<file path="config.mk">
export PLATFORM = sky130hd
export DESIGN_NAME = hessian1_value_tokenizer_unit
export DESIGN_NICKNAME = d
export VERILOG_FILES = /design/src/rtl/h1tok_pkg.sv /design/src/rtl/hessian1_value_tokenizer_unit.sv /design/src/rtl/h1tok_decode.sv /design/src/rtl/h1tok_outq.sv
export SDC_FILE = /design/constraint.sdc
export NUM_CORES = 1
export LEC_CHECK = 0
export BUFFER_PORTS_ARGS = -buffer_cell sky130_fd_sc_hd__buf_4
export CAP_MARGIN = 20
export CORE_MARGIN = 2
export CORE_UTILIZATION = 30
export DETAILED_ROUTE_END_ITERATION = 6
export PLACE_DENSITY = 0.48
export SLEW_MARGIN = 20
export SYNTH_ARGS = -nofsm -noshare
export SYNTH_HDL_FRONTEND = slang
export SYNTH_SLANG_ARGS = --single-unit
</file>
<file path="constraint.sdc">
create_clock -name clk -period 10.9 [get_ports clk]
set_input_delay 1.635 -clock clk [delete_from_list [all_inputs] [get_ports clk]]
set_output_delay 1.635 -clock clk [all_outputs]
set_load 0.02 [all_outputs]
</file>
<file path="src/rtl/h1tok_pkg.sv">
// Shared types and constants for the Hessian 1 value tokenizer.
package h1tok_pkg;

  localparam int unsigned QDepth = 4;
  localparam int unsigned QPtrW  = $clog2(QDepth);
  localparam int unsigned QCntW  = $clog2(QDepth + 1);

  // token kinds
  localparam logic [4:0] K_NULL     = 5'd0;
  localparam logic [4:0] K_BOOL     = 5'd1;
  localparam logic [4:0] K_INT      = 5'd2;
  localparam logic [4:0] K_LONG     = 5'd3;
  localparam logic [4:0] K_DATE     = 5'd4;
  localparam logic [4:0] K_DOUBLE   = 5'd5;
  localparam logic [4:0] K_STRBYTE  = 5'd6;
  localparam logic [4:0] K_BINBYTE  = 5'd7;
  localparam logic [4:0] K_LIST     = 5'd8;
  localparam logic [4:0] K_MAP      = 5'd9;
  localparam logic [4:0] K_END      = 5'd10;
  localparam logic [4:0] K_LISTLEN  = 5'd11;
  localparam logic [4:0] K_TYPEBYTE = 5'd12;
  localparam logic [4:0] K_REPLY    = 5'd13;
  localparam logic [4:0] K_FAULT    = 5'd14;
  localparam logic [4:0] K_DONE     = 5'd15;
  localparam logic [4:0] K_ERROR    = 5'd16;

  // payload kinds
  localparam logic [1:0] PK_STRING = 2'd0;
  localparam logic [1:0] PK_BINARY = 2'd1;
  localparam logic [1:0] PK_TYPE   = 2'd2;

  // tag characters
  localparam logic [7:0] CH_NULL     = 8'h4E; // N
  localparam logic [7:0] CH_TRUE     = 8'h54; // T
  localparam logic [7:0] CH_FALSE    = 8'h46; // F
  localparam logic [7:0] CH_LIST     = 8'h56; // V
  localparam logic [7:0] CH_MAP      = 8'h4D; // M
  localparam logic [7:0] CH_END      = 8'h7A; // z
  localparam logic [7:0] CH_FAULT    = 8'h66; // f
  localparam logic [7:0] CH_INT      = 8'h49; // I
  localparam logic [7:0] CH_LONG     = 8'h4C; // L
  localparam logic [7:0] CH_DATE     = 8'h64; // d
  localparam logic [7:0] CH_DOUBLE   = 8'h44; // D
  localparam logic [7:0] CH_LISTLEN  = 8'h6C; // l
  localparam logic [7:0] CH_REPLY    = 8'h72; // r
  localparam logic [7:0] CH_STR_MID  = 8'h73; // s
  localparam logic [7:0] CH_STR_FIN  = 8'h53; // S
  localparam logic [7:0] CH_BIN_MID  = 8'h62; // b
  localparam logic [7:0] CH_BIN_FIN  = 8'h42; // B
  localparam logic [7:0] CH_TYPE     = 8'h74; // t

  typedef enum logic [3:0] {
    PH_TAG, PH_INT, PH_LONG, PH_DATE, PH_DOUBLE, PH_LISTLEN, PH_REPLY,
    PH_LEN_HI, PH_LEN_LO, PH_BODY, PH_CHUNK_TAG
  } phase_t;

  typedef struct packed {
    logic [4:0]  kind;
    logic [63:0] value;
    logic        char_end;
    logic        last;
  } token_t;

  typedef struct packed {
    logic [1:0] count;
    token_t     tok0;
    token_t     tok1;
  } dec_out_t;

endpackage

</file>
<file path="src/rtl/hessian1_value_tokenizer_unit.sv">
// Top level of the Hessian 1 value tokenizer: input stage, decoder, token queue.
//
// Takes a Hessian 1 stream one byte per word and gives one word per token.
// Each byte is registered in an input stage, decoded combinationally against the
// tokenizer state, and its zero, one or two tokens are written into a
// four-entry token queue that drives the master side. A new byte is taken
// every cycle as long as the queue has room for two tokens, so the rate is
// one byte per cycle; the only byte that yields two tokens is the last data
// byte of a final string, binary or type chunk (data token, then done token).
// The tokenizer state (phase, length counter, UTF-8 continuation count, 64-bit
// number accumulator) changes only when a byte leaves the input stage. m_tdata
// carries the token payload, m_tuser the token kind and the UTF-8 character-end
// flag, and m_tlast marks the last token caused by one input byte. The first
// token of a byte passes through the input stage register and the token queue
// before it is offered on the master side.
module hessian1_value_tokenizer_unit
  import h1tok_pkg::*;
(
  input  logic        clk,
  input  logic        rst,
  input  logic        s_tvalid,
  output logic        s_tready,
  input  logic [7:0]  s_tdata,   // [7:0] data_byte
  output logic        m_tvalid,
  input  logic        m_tready,
  output logic [63:0] m_tdata,   // [63:0] token_value
  output logic [7:0]  m_tuser,   // [4:0] token_kind, [5] char_end, [7:6] zero
  output logic        m_tlast    // run_last
);

  // input stage
  logic       in_valid;
  logic [7:0] in_byte;
  logic       advance;

  logic [QCntW-1:0] q_count;
  token_t           q_head;
  dec_out_t         dec;

  // room for the worst case of two tokens
  assign advance  = in_valid && (q_count <= QCntW'(QDepth - 2));
  assign s_tready = !in_valid || advance;

  always_ff @(posedge clk) begin
    if (rst) begin
      in_valid <= 1'b0;
    end else if (s_tready) begin
      in_valid <= s_tvalid;
    end
  end

  always_ff @(posedge clk) begin
    if (s_tready && s_tvalid) in_byte <= s_tdata;
  end

  h1tok_decode u_decode (
    .clk       (clk),
    .rst       (rst),
    .fire      (advance),
    .data_byte (in_byte),
    .dout      (dec)
  );

  logic [1:0] push_count;
  logic       pop;

  assign push_count = advance ? dec.count : 2'd0;
  assign pop        = m_tvalid && m_tready;

  h1tok_outq u_outq (
    .clk        (clk),
    .rst        (rst),
    .push_count (push_count),
    .push0      (dec.tok0),
    .push1      (dec.tok1),
    .pop        (pop),
    .head       (q_head),
    .count      (q_count)
  );

  assign m_tvalid = (q_count != '0);
  assign m_tdata  = q_head.value;
  assign m_tuser  = {2'b00, q_head.char_end, q_head.kind};
  assign m_tlast  = q_head.last;

  // queue never overfills
  a_q_bound: assert property (@(posedge clk) disable iff (rst)
    q_count <= QCntW'(QDepth))
    else $error("token queue overflow");

  // a two-token byte is always a data token followed by done
  a_pair: assert property (@(posedge clk) disable iff (rst)
    (advance && dec.count == 2'd2) |->
      (dec.tok0.kind == K_STRBYTE || dec.tok0.kind == K_TYPEBYTE ||
       dec.tok0.kind == K_BINBYTE) && !dec.tok0.last)
    else $error("bad token pair");

  // exactly the last token of a byte carries the run marker
  a_last: assert property (@(posedge clk) disable iff (rst)
    (advance && dec.count == 2'd1) |-> dec.tok0.last)
    else $error("single token missing last marker");

  // queue and input stage empty under reset
  a_reset: assert property (@(posedge clk)
    rst |=> (q_count == '0) && !in_valid)
    else $error("state not cleared by reset");

endmodule

</file>
<file path="src/rtl/h1tok_decode.sv">
// Tokenizer state and per-byte decode: up to two tokens per byte.
module h1tok_decode
  import h1tok_pkg::*;
(
  input  logic       clk,
  input  logic       rst,
  input  logic       fire,
  input  logic [7:0] data_byte,
  output dec_out_t   dout
);

  phase_t      phase, phase_next;
  logic [15:0] chunk_remaining, chunk_remaining_next;
  logic [1:0]  continuation_left, continuation_left_next;
  logic [63:0] number_accumulator, number_accumulator_next;
  logic [3:0]  bytes_left, bytes_left_next;
  logic        final_chunk, final_chunk_next;
  logic [1:0]  payload_kind, payload_kind_next;

  always_ff @(posedge clk) begin
    if (rst) begin
      phase              <= PH_TAG;
      chunk_remaining    <= '0;
      continuation_left  <= '0;
      number_accumulator <= '0;
      bytes_left         <= '0;
      final_chunk        <= 1'b0;
      payload_kind       <= PK_STRING;
    end else if (fire) begin
      phase              <= phase_next;
      chunk_remaining    <= chunk_remaining_next;
      continuation_left  <= continuation_left_next;
      number_accumulator <= number_accumulator_next;
      bytes_left         <= bytes_left_next;
      final_chunk        <= final_chunk_next;
      payload_kind       <= payload_kind_next;
    end
  end

  logic [63:0] acc_shift;
  logic [3:0]  bl_dec;
  logic [15:0] cr_dec;
  logic [15:0] cr_lo;
  logic        text_kind;
  logic [7:0]  mid_ch, fin_ch;

  assign acc_shift = {number_accumulator[55:0], data_byte};
  assign bl_dec    = bytes_left - 4'd1;
  assign cr_dec    = chunk_remaining - 16'd1;
  assign cr_lo     = {chunk_remaining[15:8], data_byte};
  assign text_kind = (payload_kind == PK_STRING) || (payload_kind == PK_TYPE);
  assign mid_ch    = (payload_kind == PK_STRING) ? CH_STR_MID : CH_BIN_MID;
  assign fin_ch    = (payload_kind == PK_STRING) ? CH_STR_FIN : CH_BIN_FIN;

  logic [4:0]  k0, k1;
  logic [63:0] v0;
  logic        ce0;
  logic [1:0]  n;
  logic        ends;

  always_comb begin
    phase_next              = phase;
    chunk_remaining_next    = chunk_remaining;
    continuation_left_next  = continuation_left;
    number_accumulator_next = number_accumulator;
    bytes_left_next         = bytes_left;
    final_chunk_next        = final_chunk;
    payload_kind_next       = payload_kind;
    k0   = K_NULL;
    k1   = K_DONE;
    v0   = '0;
    ce0  = 1'b0;
    n    = 2'd0;
    ends = 1'b0;

    unique case (phase)
      PH_INT, PH_LONG, PH_DATE, PH_DOUBLE, PH_LISTLEN, PH_REPLY: begin
        number_accumulator_next = acc_shift;
        bytes_left_next         = bl_dec;
        if (bl_dec == 4'd0) begin
          unique case (phase)
            PH_INT:     k0 = K_INT;
            PH_LONG:    k0 = K_LONG;
            PH_DATE:    k0 = K_DATE;
            PH_DOUBLE:  k0 = K_DOUBLE;
            PH_LISTLEN: k0 = K_LISTLEN;
            default:    k0 = K_REPLY;
          endcase
          v0         = acc_shift;
          n          = 2'd1;
          phase_next = PH_TAG;
        end
      end
      PH_LEN_HI: begin
        chunk_remaining_next = {data_byte, 8'h00};
        phase_next           = PH_LEN_LO;
      end
      PH_LEN_LO: begin
        chunk_remaining_next   = cr_lo;
        continuation_left_next = '0;
        if (cr_lo == 16'd0) begin
          if (final_chunk) begin
            k0         = K_DONE;
            v0         = {62'd0, payload_kind};
            n          = 2'd1;
            phase_next = PH_TAG;
          end else begin
            phase_next = PH_CHUNK_TAG;
          end
        end else begin
          phase_next = PH_BODY;
        end
      end
      PH_BODY: begin
        v0 = {56'd0, data_byte};
        n  = 2'd1;
        if (text_kind) begin
          if (continuation_left != 2'd0) begin
            continuation_left_next = continuation_left - 2'd1;
          end else begin
            chunk_remaining_next = cr_dec;
            if (data_byte[7]) begin
              // lead byte: number of continuation bytes owed
              if (data_byte[7:4] == 4'hF)      continuation_left_next = 2'd3;
              else if (data_byte[7:4] == 4'hE) continuation_left_next = 2'd2;
              else                             continuation_left_next = 2'd1;
            end
          end
          ends = (continuation_left_next == 2'd0);
          k0   = (payload_kind == PK_TYPE) ? K_TYPEBYTE : K_STRBYTE;
          ce0  = ends;
        end else begin
          chunk_remaining_next = cr_dec;
          ends = 1'b1;
          k0   = K_BINBYTE;
        end
        if (ends && (chunk_remaining_next == 16'd0)) begin
          if (final_chunk) begin
            n          = 2'd2;
            phase_next = PH_TAG;
          end else begin
            phase_next = PH_CHUNK_TAG;
          end
        end
      end
      PH_CHUNK_TAG: begin
        if (data_byte == mid_ch || data_byte == fin_ch) begin
          final_chunk_next       = (data_byte == fin_ch);
          chunk_remaining_next   = '0;
          continuation_left_next = '0;
          phase_next             = PH_LEN_HI;
        end else begin
          k0         = K_ERROR;
          v0         = {56'd0, data_byte};
          n          = 2'd1;
          phase_next = PH_TAG;
        end
      end
      default: begin
        phase_next = PH_TAG;
        unique case (data_byte)
          CH_NULL:  begin k0 = K_NULL;  n = 2'd1; end
          CH_TRUE:  begin k0 = K_BOOL;  v0 = 64'd1; n = 2'd1; end
          CH_FALSE: begin k0 = K_BOOL;  n = 2'd1; end
          CH_LIST:  begin k0 = K_LIST;  n = 2'd1; end
          CH_MAP:   begin k0 = K_MAP;   n = 2'd1; end
          CH_END:   begin k0 = K_END;   n = 2'd1; end
          CH_FAULT: begin k0 = K_FAULT; n = 2'd1; end
          CH_INT, CH_LONG, CH_DATE, CH_DOUBLE, CH_LISTLEN, CH_REPLY: begin
            number_accumulator_next = '0;
            unique case (data_byte)
              CH_INT:     begin phase_next = PH_INT;     bytes_left_next = 4'd4; end
              CH_LONG:    begin phase_next = PH_LONG;    bytes_left_next = 4'd8; end
              CH_DATE:    begin phase_next = PH_DATE;    bytes_left_next = 4'd8; end
              CH_DOUBLE:  begin phase_next = PH_DOUBLE;  bytes_left_next = 4'd8; end
              CH_LISTLEN: begin phase_next = PH_LISTLEN; bytes_left_next = 4'd4; end
              default:    begin phase_next = PH_REPLY;   bytes_left_next = 4'd2; end
            endcase
          end
          CH_STR_MID, CH_STR_FIN, CH_BIN_MID, CH_BIN_FIN, CH_TYPE: begin
            chunk_remaining_next   = '0;
            continuation_left_next = '0;
            phase_next             = PH_LEN_HI;
            final_chunk_next       = (data_byte != CH_STR_MID) && (data_byte != CH_BIN_MID);
            if (data_byte == CH_TYPE)
              payload_kind_next = PK_TYPE;
            else if (data_byte == CH_BIN_MID || data_byte == CH_BIN_FIN)
              payload_kind_next = PK_BINARY;
            else
              payload_kind_next = PK_STRING;
          end
          default: begin
            k0 = K_ERROR;
            v0 = {56'd0, data_byte};
            n  = 2'd1;
          end
        endcase
      end
    endcase
  end

  always_comb begin
    dout.count          = n;
    dout.tok0.kind      = k0;
    dout.tok0.value     = v0;
    dout.tok0.char_end  = ce0;
    dout.tok0.last      = (n == 2'd1);
    dout.tok1.kind      = k1;
    dout.tok1.value     = {62'd0, payload_kind};
    dout.tok1.char_end  = 1'b0;
    dout.tok1.last      = 1'b1;
  end

endmodule

</file>
<file path="src/rtl/h1tok_outq.sv">
// Token queue: takes up to two tokens a cycle, hands out one.
module h1tok_outq
  import h1tok_pkg::*;
(
  input  logic             clk,
  input  logic             rst,
  input  logic [1:0]       push_count,
  input  token_t           push0,
  input  token_t           push1,
  input  logic             pop,
  output token_t           head,
  output logic [QCntW-1:0] count
);

  token_t           entries [QDepth];
  logic [QPtrW-1:0] wr_ptr, rd_ptr;
  logic [QPtrW-1:0] wr_ptr1;

  assign wr_ptr1 = wr_ptr + QPtrW'(1);
  assign head    = entries[rd_ptr];

  always_ff @(posedge clk) begin
    if (push_count != 2'd0) entries[wr_ptr] <= push0;
    if (push_count == 2'd2) entries[wr_ptr1] <= push1;
  end

  always_ff @(posedge clk) begin
    if (rst) begin
      wr_ptr <= '0;
      rd_ptr <= '0;
      count  <= '0;
    end else begin
      wr_ptr <= wr_ptr + QPtrW'(push_count);
      if (pop) rd_ptr <= rd_ptr + QPtrW'(1);
      count <= count + QCntW'(push_count) - QCntW'(pop);
    end
  end

endmodule
</file>
After elaboration in Yosys (flattened, before gate mapping)
Memory sizes are Yosys's and may differ from the RTL's. A register that Yosys moved wholly into a read port is not among the register bits.
Cells that the tools add are included.
{"block": "totals", "regBits": 101, "ram_bits": 284, "wordCells": 183, "memories": 1}
{"block": "op_classes", "add_sub_neg": 8, "order_cmp": 1, "eq_ne": 41, "mux": 70, "n_bitwise": 6, "reduce_logical": 43}
{"name": "u_outq.entries", "depth": 4, "width": 71, "rd": 1, "rd_ports_with_merged_regs": 1, "wr": 2, "line_no": "h1tok_outq.sv:15", "rtl": "token_t entries [QDepth];"}
{"op": "case mux 64 bit (5 select lines)", "count": 1}
{"op": "== test 8 x 7 -> 1 bit, second input constant", "count": 18}
{"op": "two-way mux 64 bit", "count": 2}
{"op": "case mux 56 bit (2 select lines)", "count": 1}
{"op": "two-way mux 16 bit", "count": 5}
{"op": "case mux 16 bit (5 select lines)", "count": 1}
{"op": "two-way mux 56 bit", "count": 1}
{"op": "case mux 4 bit (5 select lines)", "count": 2}
{"op": "two-way mux 2 bit", "count": 17}
{"op": "logical NOT 16 bit", "count": 2}
{"op": "two-way mux 5 bit", "count": 6}
{"op": "case mux 5 bit (6 select lines)", "count": 1}
{"op": "two-way mux 4 bit", "count": 7}
{"op": "case mux 5 bit (5 select lines)", "count": 1}
{"op": "case mux 4 bit (2 select lines)", "count": 3}
{"op": "== test 4 bit, second input constant", "count": 5}
{"op": "OR reduction 17 bit", "count": 1}
{"op": "== test 4 x 3 -> 1 bit, second input constant", "count": 4}
{"op": "== test 8 bit", "count": 2}
{"op": "!= test 8 x 7 -> 1 bit, second input constant", "count": 2}
{"op": "case mux 8 bit (2 select lines)", "count": 1}
{"op": "subtractor 16 x 1 -> 16 bit, second input constant", "count": 1}
{"op": "two-way mux 1 bit", "count": 15}
{"op": "case mux 3 bit (5 select lines)", "count": 1}
{"op": "other kinds (40)", "count": 69}

Longest topological paths before layout
{"block": "depth", "depth_word": 17, "depth_mapped": 14, "ltp_nobuf": 13}

Hierarchy
From an unflattened synthesis, not the netlist that was laid out.
{"block": "hier_totals", "cells_unflattened": 1519, "hier_area_um2": 20442.1}
{"mod": "h1tok_outq", "n_inst": 1, "cells_each": 731, "area_each_um2": 14293.7, "seq_area_each_um2": 8708.4}
{"mod": "h1tok_decode", "n_inst": 1, "cells_each": 764, "area_each_um2": 5778.0, "seq_area_each_um2": 1701.6}
{"mod": "hessian1_value_tokenizer_unit", "n_inst": 1, "cells_each": 24, "area_each_um2": 370.4, "seq_area_each_um2": 260.2}

Worst setup path after synthesis
Ideal clock, no wire load.
{"block": "synth_timing", "path_type": "register -> register", "start": "register u_decode.chunk_remaining[0]", "end": "register u_outq.count[2]", "setup_time_ps": 128, "t_arrival_ps": 3502, "t_required_ps": 10772, "path_slack_ps": 7270, "stages_incl_launch_ff": 15, "synth_period_minus_slack_ps": 3630, "path_cell_list": "dfxtp_1 clkbuf_1 inv_1 ha_1 or3b_1 a32oi_1 nand3_1 or4b_2 nor4_2 inv_1 ha_1 inv_1 fa_1 xnor2_1 nor2_1"}
{"block": "synth_via", "elab_chain_cells": 11}
{"item": "start: declaration", "line_no": "h1tok_decode.sv:13", "rtl": "logic [15:0] chunk_remaining, chunk_remaining_next;"}
{"item": "start signal: assignment", "line_no": "h1tok_decode.sv:31", "rtl": "chunk_remaining <= chunk_remaining_next;"}
{"item": "subtractor 16 x 1 -> 16 bit", "line_no": "h1tok_decode.sv:49", "rtl": "assign cr_dec = chunk_remaining - 16'd1;"}
{"item": "two-way mux 16 bit", "line_no": "h1tok_decode.sv:118", "rtl": "if (continuation_left != 2'd0) begin"}
{"item": "two-way mux 16 bit (*)", "line_no": "h1tok_decode.sv:117", "rtl": "if (text_kind) begin"}
{"item": "two-way mux 16 bit (*)", "line_no": "h1tok_decode.sv:76", "rtl": "unique case (phase)"}
{"item": "logical NOT 16 bit (*)", "line_no": "h1tok_decode.sv:137", "rtl": "if (ends && (chunk_remaining_next == 16'd0)) begin"}
{"item": "logical AND 1 bit (*)", "line_no": "h1tok_decode.sv:137"}
{"item": "two-way mux 2 bit (*)", "line_no": "h1tok_decode.sv:137"}
{"item": "case mux 2 bit (5 select lines) (*)", "line_no": "h1tok_decode.sv:76"}
{"item": "two-way mux 2 bit (*)", "line_no": "hessian1_value_tokenizer_unit.sv:67", "rtl": "assign push_count = advance ? dec.count : 2'd0;"}
{"item": "adder 3 x 2 -> 3 bit (*)", "line_no": "h1tok_outq.sv:35", "rtl": "count <= count + QCntW'(push_count) - QCntW'(pop);"}
{"item": "subtractor 3 x 1 -> 3 bit (*)", "line_no": "h1tok_outq.sv:35"}
{"item": "end signal: assignment", "line_no": "h1tok_outq.sv:35"}
{"item": "end: declaration", "line_no": "h1tok_outq.sv:12", "rtl": "output logic [QCntW-1:0] count"}
Every way passes the cells marked *; elsewhere a longest branch is shown, timed or not. The select of a mux whose other input is x is not followed.
A chain may end at the register's enable or synchronous reset.

==> out/metrics.cfg <==
[setup_path]
cp-end-kind = flip-flop
critPathLaunchType = flip-flop
crit_fanout = 36
crit_type = flip-flop to flip-flop
worst_ep_required_time_ps = 11320
worstPathArrival_ps = 5360

[grt]
grt_pass1_vias = 14316
grt_pass1_wl_um = 87600
track_usage = 0.187
overflow = 0
antenna_found_initial = 1
grt_max_degree = 72

[routing]
dr.pass1.iters = 5
drc_errors = 0
drt-wirelength-per-cell_um = 21.8
ant_nets = 0
via_per_inst = 5.55
wirelength_um = 56900
drt_iter0_drc = 828
via_count = 14447

[synthesis]
synth_largest_area_cell = dfxtp_1
syn-cell-area_sq_mm = 0.0174
ys_types = 78
synth.most_common_cell = dfxtp_1
synth_enable_flop_cells = 16
synth_top_area_share = 0.426
synthTopCellsByArea = dfxtp_1, mux4_2, mux2i_1
yosysWarnings = 0
avgSynthCellArea_sq_um = 9.61
synthFlopType = dfxtp_1
netlist_instances = 1813
ys_seq_area_frac = 0.454
synth_seq_cells = 387
async_reset_ff_frac = 0
ys_top_cells_by_count = dfxtp_1, nand2_1, nand4_1

[timing]
tightest_slew_ps = 1080
maxSlewViolCount = 0
relSlewSlack = 0.272
max_freq_ghz = 0.202
final_hold_viol_count = 0
finalCritPeriodShare = 0.454
setup_viol = 0
finClkSkew_ps = 25.1
rsz0062_at_grt = no
timing.setup.tns_ps = 0
period_needed_ps = 4950

[clock_network]
cts_sinks = 387
clock_latency_ps = 590
cts_resized = 0
cts_tree = yes
path_clk_slew_ps = 60
postCtsHoldBufs = 0
cts_setup_buffers = 0
ctsLongestPathBuffers = 3
cts_root_buffer = clkbuf_16
cts_buffers = 43
htreeDepth = 2

[flow_run]
maxCapViolCount = 0

[floorplan]
coreArea_sq_mm = 0.0576
die_w_um = 245
num_rows = 88
start_util = 0.303
dieArea_sq_mm = 0.0600
num_io_pins = 87
die_y_um = 245

[hold_path]
hp-class = flip-flop to flip-flop

[power_and_ir_drop]
p_sw_mw = 1.15
leakage_nw = 7.72
p_sw_frac = 0.302
power_mw = 3.80
combinationalPowerShare = 0.182
ir_worst_vdd_uv = 108
seqPwrFrac = 0.422
power_density_mw_per_mm2 = 189
pwr-share-clk = 0.397
p_int_mw = 2.65

[cells_and_area]
drive_gt1_frac = 0.158
nets = 1825
nFillCells = 5849
n_antenna_cell = 0
area_growth_pct = 15.2

[placement]
port_buffers = 84
detailed_place_hpwl_um = 33600
gp_congestion = 0.894

[status]
status = complete, no violations

## layout by cell type, fill, tap and decap left out, drive strengths merged, types with 10 or more instances in the layout
| cell type | instances |
|---|---|
| inv | 24 |
| o22ai | 13 |
| a22oi | 59 |
| dfxtp | 371 |
| mux2i | 135 |
| edfxtp | 16 |
| buf | 110 |
| nor3 | 18 |
| nor4 | 10 |
| a21oi | 40 |
| o21ai | 154 |
| o211ai | 24 |
| nand2 | 234 |
| and2 | 10 |
| nor2b | 21 |
| nor2 | 120 |
| nand4 | 143 |
| clkbuf | 68 |
| mux4 | 71 |
| nand2b | 10 |
| or3 | 10 |
| nand3 | 37 |
## critical path: stages, from the launching register on
cell      delay [ps]
dfxtp_1         1040
and4bb_1         750
nand4_1          270
nor3_1           190
nor4b_2          730
nand3_2          930
buf_4            620
nand2_1          160
mux2i_1           80
## cells by family after synthesis
family | share of synthesized area
muxes | 0.171
DFF | 0.454
AOI/OAI and AO/OA | 0.130
other | 0.000215
xor gates and xnor gates | 0.00754
and+or+nand+nor | 0.183
adders and majority gates | 0.00618
buffers and inverters | 0.0475
## routing by layer
metal | global-route usage | share of wire | wire (um)
met3 | 0.0269 | 0.053 | 3040
met5 | 0 | 0 | 0
met4 | 0.0622 | 0.026 | 1460
met2 | 0.306 | 0.47 | 26700
met1 | 0.254 | 0.45 | 25700
## path summary, 6_finish.rpt
check | startpoint | endpoint | slack (ps) | depth (start not counted)
hold / removal | u_outq.entries[3][58] | u_outq.entries[3][58] | 460 | 2
setup / recovery | u_decode.phase[0] | u_outq.entries[1][65] | 5950 | 8
hold reg to reg | u_outq.entries[3][58] | u_outq.entries[3][58] | 460 | 2
setup reg to reg | u_decode.phase[0] | u_outq.entries[1][65] | 5950 | 8
## final cells by class
type                       instances  area, sq um  share of cell area
sequential                       387         7920               0.394
timing repair buffer             110          826              0.0411
multi-input combinational       1240         8800               0.438
clock buffer                      68         1400              0.0699
tap                              765          957              0.0477
clock inverter                    12         85.1             0.00424
inverter                          23         86.3             0.00430
## stage by stage
stage | cells | util | area, sq um | setup slack (ps) | hold slack (ps)
after floorplan | 1814 | - | 17400 | 7270 | 435
after global placement | 2525 | 0.323 | 18600 | 6090 | 442
after detailed placement | 2525 | 0.323 | 18600 | 6010 | 449
after CTS | 2605 | 0.348 | 20100 | 5970 | 459
after global routing | 2605 | 0.349 | 20100 | 5660 | 478
final | 2605 | 0.349 | 20100 | 5950 | 457
## registers in the layout, indices dropped and copies added, names as in the netlist, named ones only
| name | cells |
|---|---|
| u_outq.entries | 284 |
| u_decode.number_accumulator | 56 |
| u_decode.chunk_remaining | 16 |
| in_byte | 8 |
| u_decode.bytes_left | 4 |
| u_decode.phase | 4 |
| u_outq.count | 3 |
| u_decode.continuation_left | 2 |
| u_decode.payload_kind | 2 |
| u_outq.rd_ptr | 2 |
| u_outq.wr_ptr | 2 |
| in_valid | 1 |
| u_decode.final_chunk | 1 |
## power groups by stage
stage	combinational, mW	sequential, mW	clock, mW
after floorplan	0.501	1.56	0
after global placement	0.691	1.63	0
after detailed placement	0.692	1.63	0
after CTS	0.694	1.60	1.54
after global routing	0.745	1.61	1.60
final	0.689	1.60	1.51
(Power assumes the default switching activity.)
